File: src/rtl/erpx_pkg.sv
package erpx_pkg;

  localparam int DEF_COORD_WIDTH    = 24;
  localparam int DEF_TRIG_FRAC_BITS = 15;

  localparam int ANGLE_BITS = 10;
  localparam int DEG_BITS   = 9;   // reduced angle, 0..359
  localparam int ROM_DEPTH  = 91;  // quarter wave, 0..90 degrees
  localparam int ROM_IDX_W  = $clog2(ROM_DEPTH);

  localparam int APB_ADDR_W = 4;
  localparam int APB_DATA_W = 32;

  // register indexes (paddr[3:2])
  localparam logic [1:0] REG_ANGLE_X = 2'd0;
  localparam logic [1:0] REG_ANGLE_Y = 2'd1;
  localparam logic [1:0] REG_ANGLE_Z = 2'd2;

  localparam logic [63:0] PI_Q31 = 64'd6746518852;

  typedef struct packed {
    logic                 neg;
    logic [ROM_IDX_W-1:0] idx;
  } fold_t;

  // Q31 product, truncated.
  function automatic logic [63:0] mul_q31(input logic [63:0] a, input logic [63:0] b);
    return (a * b) >> 31;
  endfunction

  // Quarter-wave sine entry, Taylor series at Q31, rounded to frac bits.
  // Used only at elaboration to fill the ROM.
  function automatic logic [63:0] quarter_sin(input int d, input int frac);
    logic [63:0] r;
    logic [63:0] term;
    logic [63:0] sum;
    logic [63:0] one;
    int          sh;
    one = 64'd1 << frac;
    if (d <= 0) begin
      return 64'd0;
    end
    if (d >= 90) begin
      return one;
    end
    r    = (64'(d) * PI_Q31 + 64'd90) / 64'd180;
    term = r;
    sum  = r;
    // eleven terms after the first, sign alternating, each from the previous one
    term = mul_q31(term, r) / 64'd2;  term = mul_q31(term, r) / 64'd3;  sum = sum - term;
    term = mul_q31(term, r) / 64'd4;  term = mul_q31(term, r) / 64'd5;  sum = sum + term;
    term = mul_q31(term, r) / 64'd6;  term = mul_q31(term, r) / 64'd7;  sum = sum - term;
    term = mul_q31(term, r) / 64'd8;  term = mul_q31(term, r) / 64'd9;  sum = sum + term;
    term = mul_q31(term, r) / 64'd10; term = mul_q31(term, r) / 64'd11; sum = sum - term;
    term = mul_q31(term, r) / 64'd12; term = mul_q31(term, r) / 64'd13; sum = sum + term;
    term = mul_q31(term, r) / 64'd14; term = mul_q31(term, r) / 64'd15; sum = sum - term;
    term = mul_q31(term, r) / 64'd16; term = mul_q31(term, r) / 64'd17; sum = sum + term;
    term = mul_q31(term, r) / 64'd18; term = mul_q31(term, r) / 64'd19; sum = sum - term;
    term = mul_q31(term, r) / 64'd20; term = mul_q31(term, r) / 64'd21; sum = sum + term;
    term = mul_q31(term, r) / 64'd22; term = mul_q31(term, r) / 64'd23; sum = sum - term;
    sh  = 31 - frac;
    sum = (sum + (64'd1 << (sh - 1))) >> sh;
    if (sum > one) begin
      sum = one;
    end
    return sum;
  endfunction

  // Fold a 0..359 degree angle onto the quarter-wave table for sine.
  function automatic fold_t fold_sin(input logic [DEG_BITS-1:0] a);
    fold_t f;
    logic [DEG_BITS-1:0] t;
    t = '0;
    f.neg = 1'b0;
    if (a <= DEG_BITS'(90)) begin
      t = a;
    end else if (a <= DEG_BITS'(180)) begin
      t = DEG_BITS'(180) - a;
    end else if (a <= DEG_BITS'(270)) begin
      t = a - DEG_BITS'(180);
      f.neg = 1'b1;
    end else begin
      t = DEG_BITS'(360) - a;
      f.neg = 1'b1;
    end
    f.idx = t[ROM_IDX_W-1:0];
    return f;
  endfunction

endpackage

File: src/rtl/erpx_rot_stage.sv
module erpx_rot_stage
  import erpx_pkg::*;
#(
  parameter int COORD_WIDTH    = DEF_COORD_WIDTH,
  parameter int TRIG_FRAC_BITS = DEF_TRIG_FRAC_BITS
) (
  input  logic                             clk,
  input  logic                             rst,
  input  logic signed [TRIG_FRAC_BITS+1:0] cos_val,
  input  logic signed [TRIG_FRAC_BITS+1:0] sin_val,
  input  logic                             in_valid,
  output logic                             in_ready,
  input  logic signed [COORD_WIDTH-1:0]    in_u,
  input  logic signed [COORD_WIDTH-1:0]    in_v,
  input  logic signed [COORD_WIDTH-1:0]    in_w,
  input  logic                             in_sat,
  output logic                             out_valid,
  input  logic                             out_ready,
  output logic signed [COORD_WIDTH-1:0]    out_u,
  output logic signed [COORD_WIDTH-1:0]    out_v,
  output logic signed [COORD_WIDTH-1:0]    out_w,
  output logic                             out_sat
);

  // u' = c*u - s*v, v' = s*u + c*v
  localparam int SW = COORD_WIDTH + TRIG_FRAC_BITS + 2;
  localparam logic signed [SW-1:0] HALF = SW'(1) << (TRIG_FRAC_BITS - 1);
  localparam logic signed [SW-1:0] CMAX = {{(SW-COORD_WIDTH+1){1'b0}}, {(COORD_WIDTH-1){1'b1}}};
  localparam logic signed [SW-1:0] CMIN = {{(SW-COORD_WIDTH+1){1'b1}}, {(COORD_WIDTH-1){1'b0}}};

  // product stage
  logic                          mul_vld;
  logic                          mul_rdy;
  logic signed [SW-1:0]          uc;
  logic signed [SW-1:0]          vs;
  logic signed [SW-1:0]          us;
  logic signed [SW-1:0]          vc;
  logic signed [COORD_WIDTH-1:0] mul_w;
  logic                          mul_sat;

  // round and clamp
  logic                          out_rdy;
  logic signed [SW-1:0]          sum_u;
  logic signed [SW-1:0]          sum_v;
  logic signed [SW-1:0]          shr_u;
  logic signed [SW-1:0]          shr_v;
  logic                          clip_u;
  logic                          clip_v;
  logic signed [COORD_WIDTH-1:0] u_next;
  logic signed [COORD_WIDTH-1:0] v_next;

  assign out_rdy  = !out_valid || out_ready;
  assign mul_rdy  = !mul_vld || out_rdy;
  assign in_ready = mul_rdy;

  always_ff @(posedge clk) begin
    if (rst) begin
      mul_vld <= 1'b0;
    end else if (mul_rdy) begin
      mul_vld <= in_valid;
    end
  end

  always_ff @(posedge clk) begin
    if (mul_rdy && in_valid) begin
      uc      <= SW'(in_u) * SW'(cos_val);
      vs      <= SW'(in_v) * SW'(sin_val);
      us      <= SW'(in_u) * SW'(sin_val);
      vc      <= SW'(in_v) * SW'(cos_val);
      mul_w   <= in_w;
      mul_sat <= in_sat;
    end
  end

  always_comb begin
    sum_u  = uc - vs + HALF;
    sum_v  = us + vc + HALF;
    shr_u  = sum_u >>> TRIG_FRAC_BITS;
    shr_v  = sum_v >>> TRIG_FRAC_BITS;
    clip_u = (shr_u > CMAX) || (shr_u < CMIN);
    clip_v = (shr_v > CMAX) || (shr_v < CMIN);
    if (shr_u > CMAX) begin
      u_next = CMAX[COORD_WIDTH-1:0];
    end else if (shr_u < CMIN) begin
      u_next = CMIN[COORD_WIDTH-1:0];
    end else begin
      u_next = shr_u[COORD_WIDTH-1:0];
    end
    if (shr_v > CMAX) begin
      v_next = CMAX[COORD_WIDTH-1:0];
    end else if (shr_v < CMIN) begin
      v_next = CMIN[COORD_WIDTH-1:0];
    end else begin
      v_next = shr_v[COORD_WIDTH-1:0];
    end
  end

  always_ff @(posedge clk) begin
    if (rst) begin
      out_valid <= 1'b0;
    end else if (out_rdy) begin
      out_valid <= mul_vld;
    end
  end

  always_ff @(posedge clk) begin
    if (out_rdy && mul_vld) begin
      out_u   <= u_next;
      out_v   <= v_next;
      out_w   <= mul_w;
      out_sat <= mul_sat || clip_u || clip_v;
    end
  end

endmodule

File: config.mk
export PLATFORM = sky130hd
export DESIGN_NAME = erpx_rot_stage
export DESIGN_NICKNAME = d
export VERILOG_FILES = /design/src/rtl/erpx_pkg.sv /design/src/rtl/erpx_rot_stage.sv
export SDC_FILE = /design/constraint.sdc
export NUM_CORES = 2
export LEC_CHECK = 0
export BUFFER_PORTS_ARGS = -buffer_cell sky130_fd_sc_hd__buf_2
export CELL_PAD_IN_SITES_DETAIL_PLACEMENT = 0
export CELL_PAD_IN_SITES_GLOBAL_PLACEMENT = 1
export CORE_MARGIN = 2
export CORE_UTILIZATION = 27
export DETAILED_ROUTE_END_ITERATION = 12
export PLACE_DENSITY_LB_ADDON = 0.15
export SYNTH_ARGS = -nofsm -noshare
export SYNTH_HDL_FRONTEND = slang
export SYNTH_SLANG_ARGS = --single-unit
File: constraint.sdc
create_clock -name clk -period 8.2 [get_ports clk]
set_input_delay 0.41 -clock clk [delete_from_list [all_inputs] [get_ports clk]]
set_output_delay 0.41 -clock clk [all_outputs]
set_load 0.005 [all_outputs]
==> reports/metrics.yaml <==
run_status:
  run_status: "complete, no violations"
synth:
  synth_seq_cells: 264
  yosys.area_share.simple: 0.1409
  yosysUniqueCellTypes: 89
  synth_top_family_by_area: "adder cells"
  synthAdderAreaFrac: 0.5553
  synth_xor_area_frac: 0.02582
  synthTopCellsByArea: "fa_1 (46%), edfxtp_1 (11%), ha_1 (9.8%)"
  yosys_warnings: 0
  muxShareOfSynthArea: 0.0007127
  yosysSeqAreaShare: 0.1126
  ys.flop_type: "edfxtp_1"
  syn_area_um2: 70220
  synth_compound_area_frac: 0.05436
  avgSynthCellArea_um2: 9.634
  netlist.area_leader.share: 0.4573
  async_reset_ff_frac: 0
  yosys.area.top_type: "fa_1"
  netlist_instances: 7289
  syn_nets: 9554
  synth_edf_count: 262
grt:
  antenna_found_initial: 31
  grt_max_degree: 105
  grt.overflow.total: 0
  grt_pass1_wl_um: 347700
  grt_use_total: 0.1750
  first_global_vias: 54364
layout:
  fin_util: 0.2979
  area_growth_syn_to_layout_pct: 9.973
  layout_commonest_cell: "inv_1"
  fin_nets: 9649
  final_cell_mix: "inv_1 (1731), fa_1 (1604), nand2_1 (930)"
  drive_above_1_share: 0.05978
  regArea_um2: 7908
  num-fill-cells: 27391
  multi_input_area_um2: 54590
clock_tree:
  clock_latency_ns: 0.62
  root_buffer: "clkbuf_16"
  cts.sinks: 264
  cts_buffer_depth: 3
  cts-htree-levels: 2
  postCtsSetupBuffers: 0
  cts_tree: "built"
  cts_buffers: 37
  cts.clk_slew.worst_paths_ns: 0.06
  cts_resized: 0
run:
  cap_violations: 0
setup_path:
  cp_common_cell: "fa_1"
  cp_data_required_time_ns: 8.55
  crit_chain: "buf_2, buf_4, and2_1, fa_1, inv_1, fa_1, fa_1, fa_1, inv_1, fa_1, inv_1, fa_1, inv_1, ha_1, a211oi_1, nor2_1, o32ai_1, a21oi_1, o211ai_1, o31ai_1, a211oi_1, o31ai_1, a21oi_1, xnor2_1"
  crit_arrival_ns: 7.47
  r2r-start: "uc[7]"
  path_class: "in2reg"
  critPathMaxFanout: 22
  cpPeakStageDelay_ns: 0.76
  end_kind: "flop"
  startpoint: "sin_val[7]"
  cp_slowest_cell: "o32ai_1"
  worst_setup_path_start_kind: "primary input"
drt:
  routed_wl_um: 223300
  drt.antenna.violating_nets: 0
  wl_per_cell_um: 20.65
  drc: 0
  first_pass_iters: 5
  viasPerCell: 4.464
  dr.first_iter.drc_count: 2361
  via_count: 48290
sta:
  drv_slew: 0
  whs_ns: 0.1567
  setup_tns_ns: 0
  post-route-period-util: 0.8684
  setup_viol: 0
  hold_violations: 0
  skew_ns: 0.01985
  slew_headroom: 0.2344
  min_period_ns: 7.121
  rsz0062_at_grt: "no"
  worstMarginPinSlew_ns: 1.145
  max_freq_mhz: 140.4
floorplanning:
  row_count: 187
  die_w_um: 514.0
  die_h_um: 514.0
  core-area_um2: 259200
  ios: 186
  die-area_um2: 264200
  start_util: 0.2709
min_path:
  hold_class: "in2reg"
  hold_start: "out_ready"
placed_design:
  dp_hpwl_um: 185000
  gp_congestion: 0.8459
  io_buffers: 185
through the flow:
stage / instance area (µm²) / instances / setup slack (ns)
final: 77220 / 10817 / 1.079
after global routing: 77220 / 10814 / 0.7038
after CTS: 77210 / 10813 / 1.118
after detailed placement: 75780 / 10720 / 0.4773
after global placement: 75780 / 10720 / 0.4797
after floorplan: 70220 / 7289 / 1.555
kinds of logic after synthesis:
group / count (synthesis)
adders and majority gates: 2154
buffers and inverters: 2062
and+or+nand+nor: 2027
AOI/OAI and AO/OA: 570
DFF: 264
xor gates and xnor gates: 207
muxes: 5
cell type report:
class	count	area share
Clock buffer	42	0.01251
Tap cell	3402	0.05512
Clock inverter	24	0.002592
Sequential cell	264	0.1024
Antenna cell	4	0.0001296
Inverter	1731	0.08414
Timing Repair Buffer	387	0.03623
Multi-Input combinational cell	4963	0.7069
flip-flops by register name (all words and copies together) (netlist names), 24 cells and up:
name / count
uc: 41
us: 41
vc: 41
vs: 41
mul_w: 24
out_u: 24
out_v: 24
out_w: 24
synthesized netlist by cell type (8+ instances only):
library cell and count:
xor2_1 61, o21ai_0 68, inv_1 1731, ha_1 550
o21a_1 36, o21bai_1 18, nand2_1 930, and2_1 703
a21o_1 78, nand2b_1 34, a21oi_1 148, a31oi_1 19
nand4_1 18, and3_1 27, a211oi_1 22, nand3_1 34
o31ai_1 21, clkbuf_1 322, nor4_1 8, xnor2_1 146
nor2b_1 24, fa_1 1604, nor2_1 172, nor3_1 34
edfxtp_1 262, o21ai_1 52
worst max-delay path, delay by kind of cell:
family / cells / cell delay (ns)
AND/OR/NAND/NOR: 2 / 0.27
buffers and inverters: 6 / 1.12
adder cells (fa/ha/maj): 7 / 3.18
AO/OA/AOI/OAI: 8 / 2.37
XOR/XNOR: 1 / 0.09
routing by layer:
metal	share of wire	vias up	track usage
met5	0.00045	-	0
met4	0.016	20	0.02853
met3	0.030	136	0.01639
met2	0.50	609	0.3091
met1	0.45	25595	0.2347
li1	-	21930	-
final timing paths:
path / to / slack, ns / cells past startpoint
setup / recovery: us[39] / 1.08 / 24
hold / removal: out_valid / 0.16 / 4
setup reg to reg: out_u[22] / 3.78 / 11
hold reg to reg: out_w[3] / 0.41 / 0
what timing repair did:
action,in CTS,in global routing
hold buffers,27,0
endpoints found under the hold margin,27,0
endpoints found under the setup margin,0,0
Power is left out: the tool's default activity adds up to more than one toggle a clock period on the data nets, which glitch-free logic cannot reach.
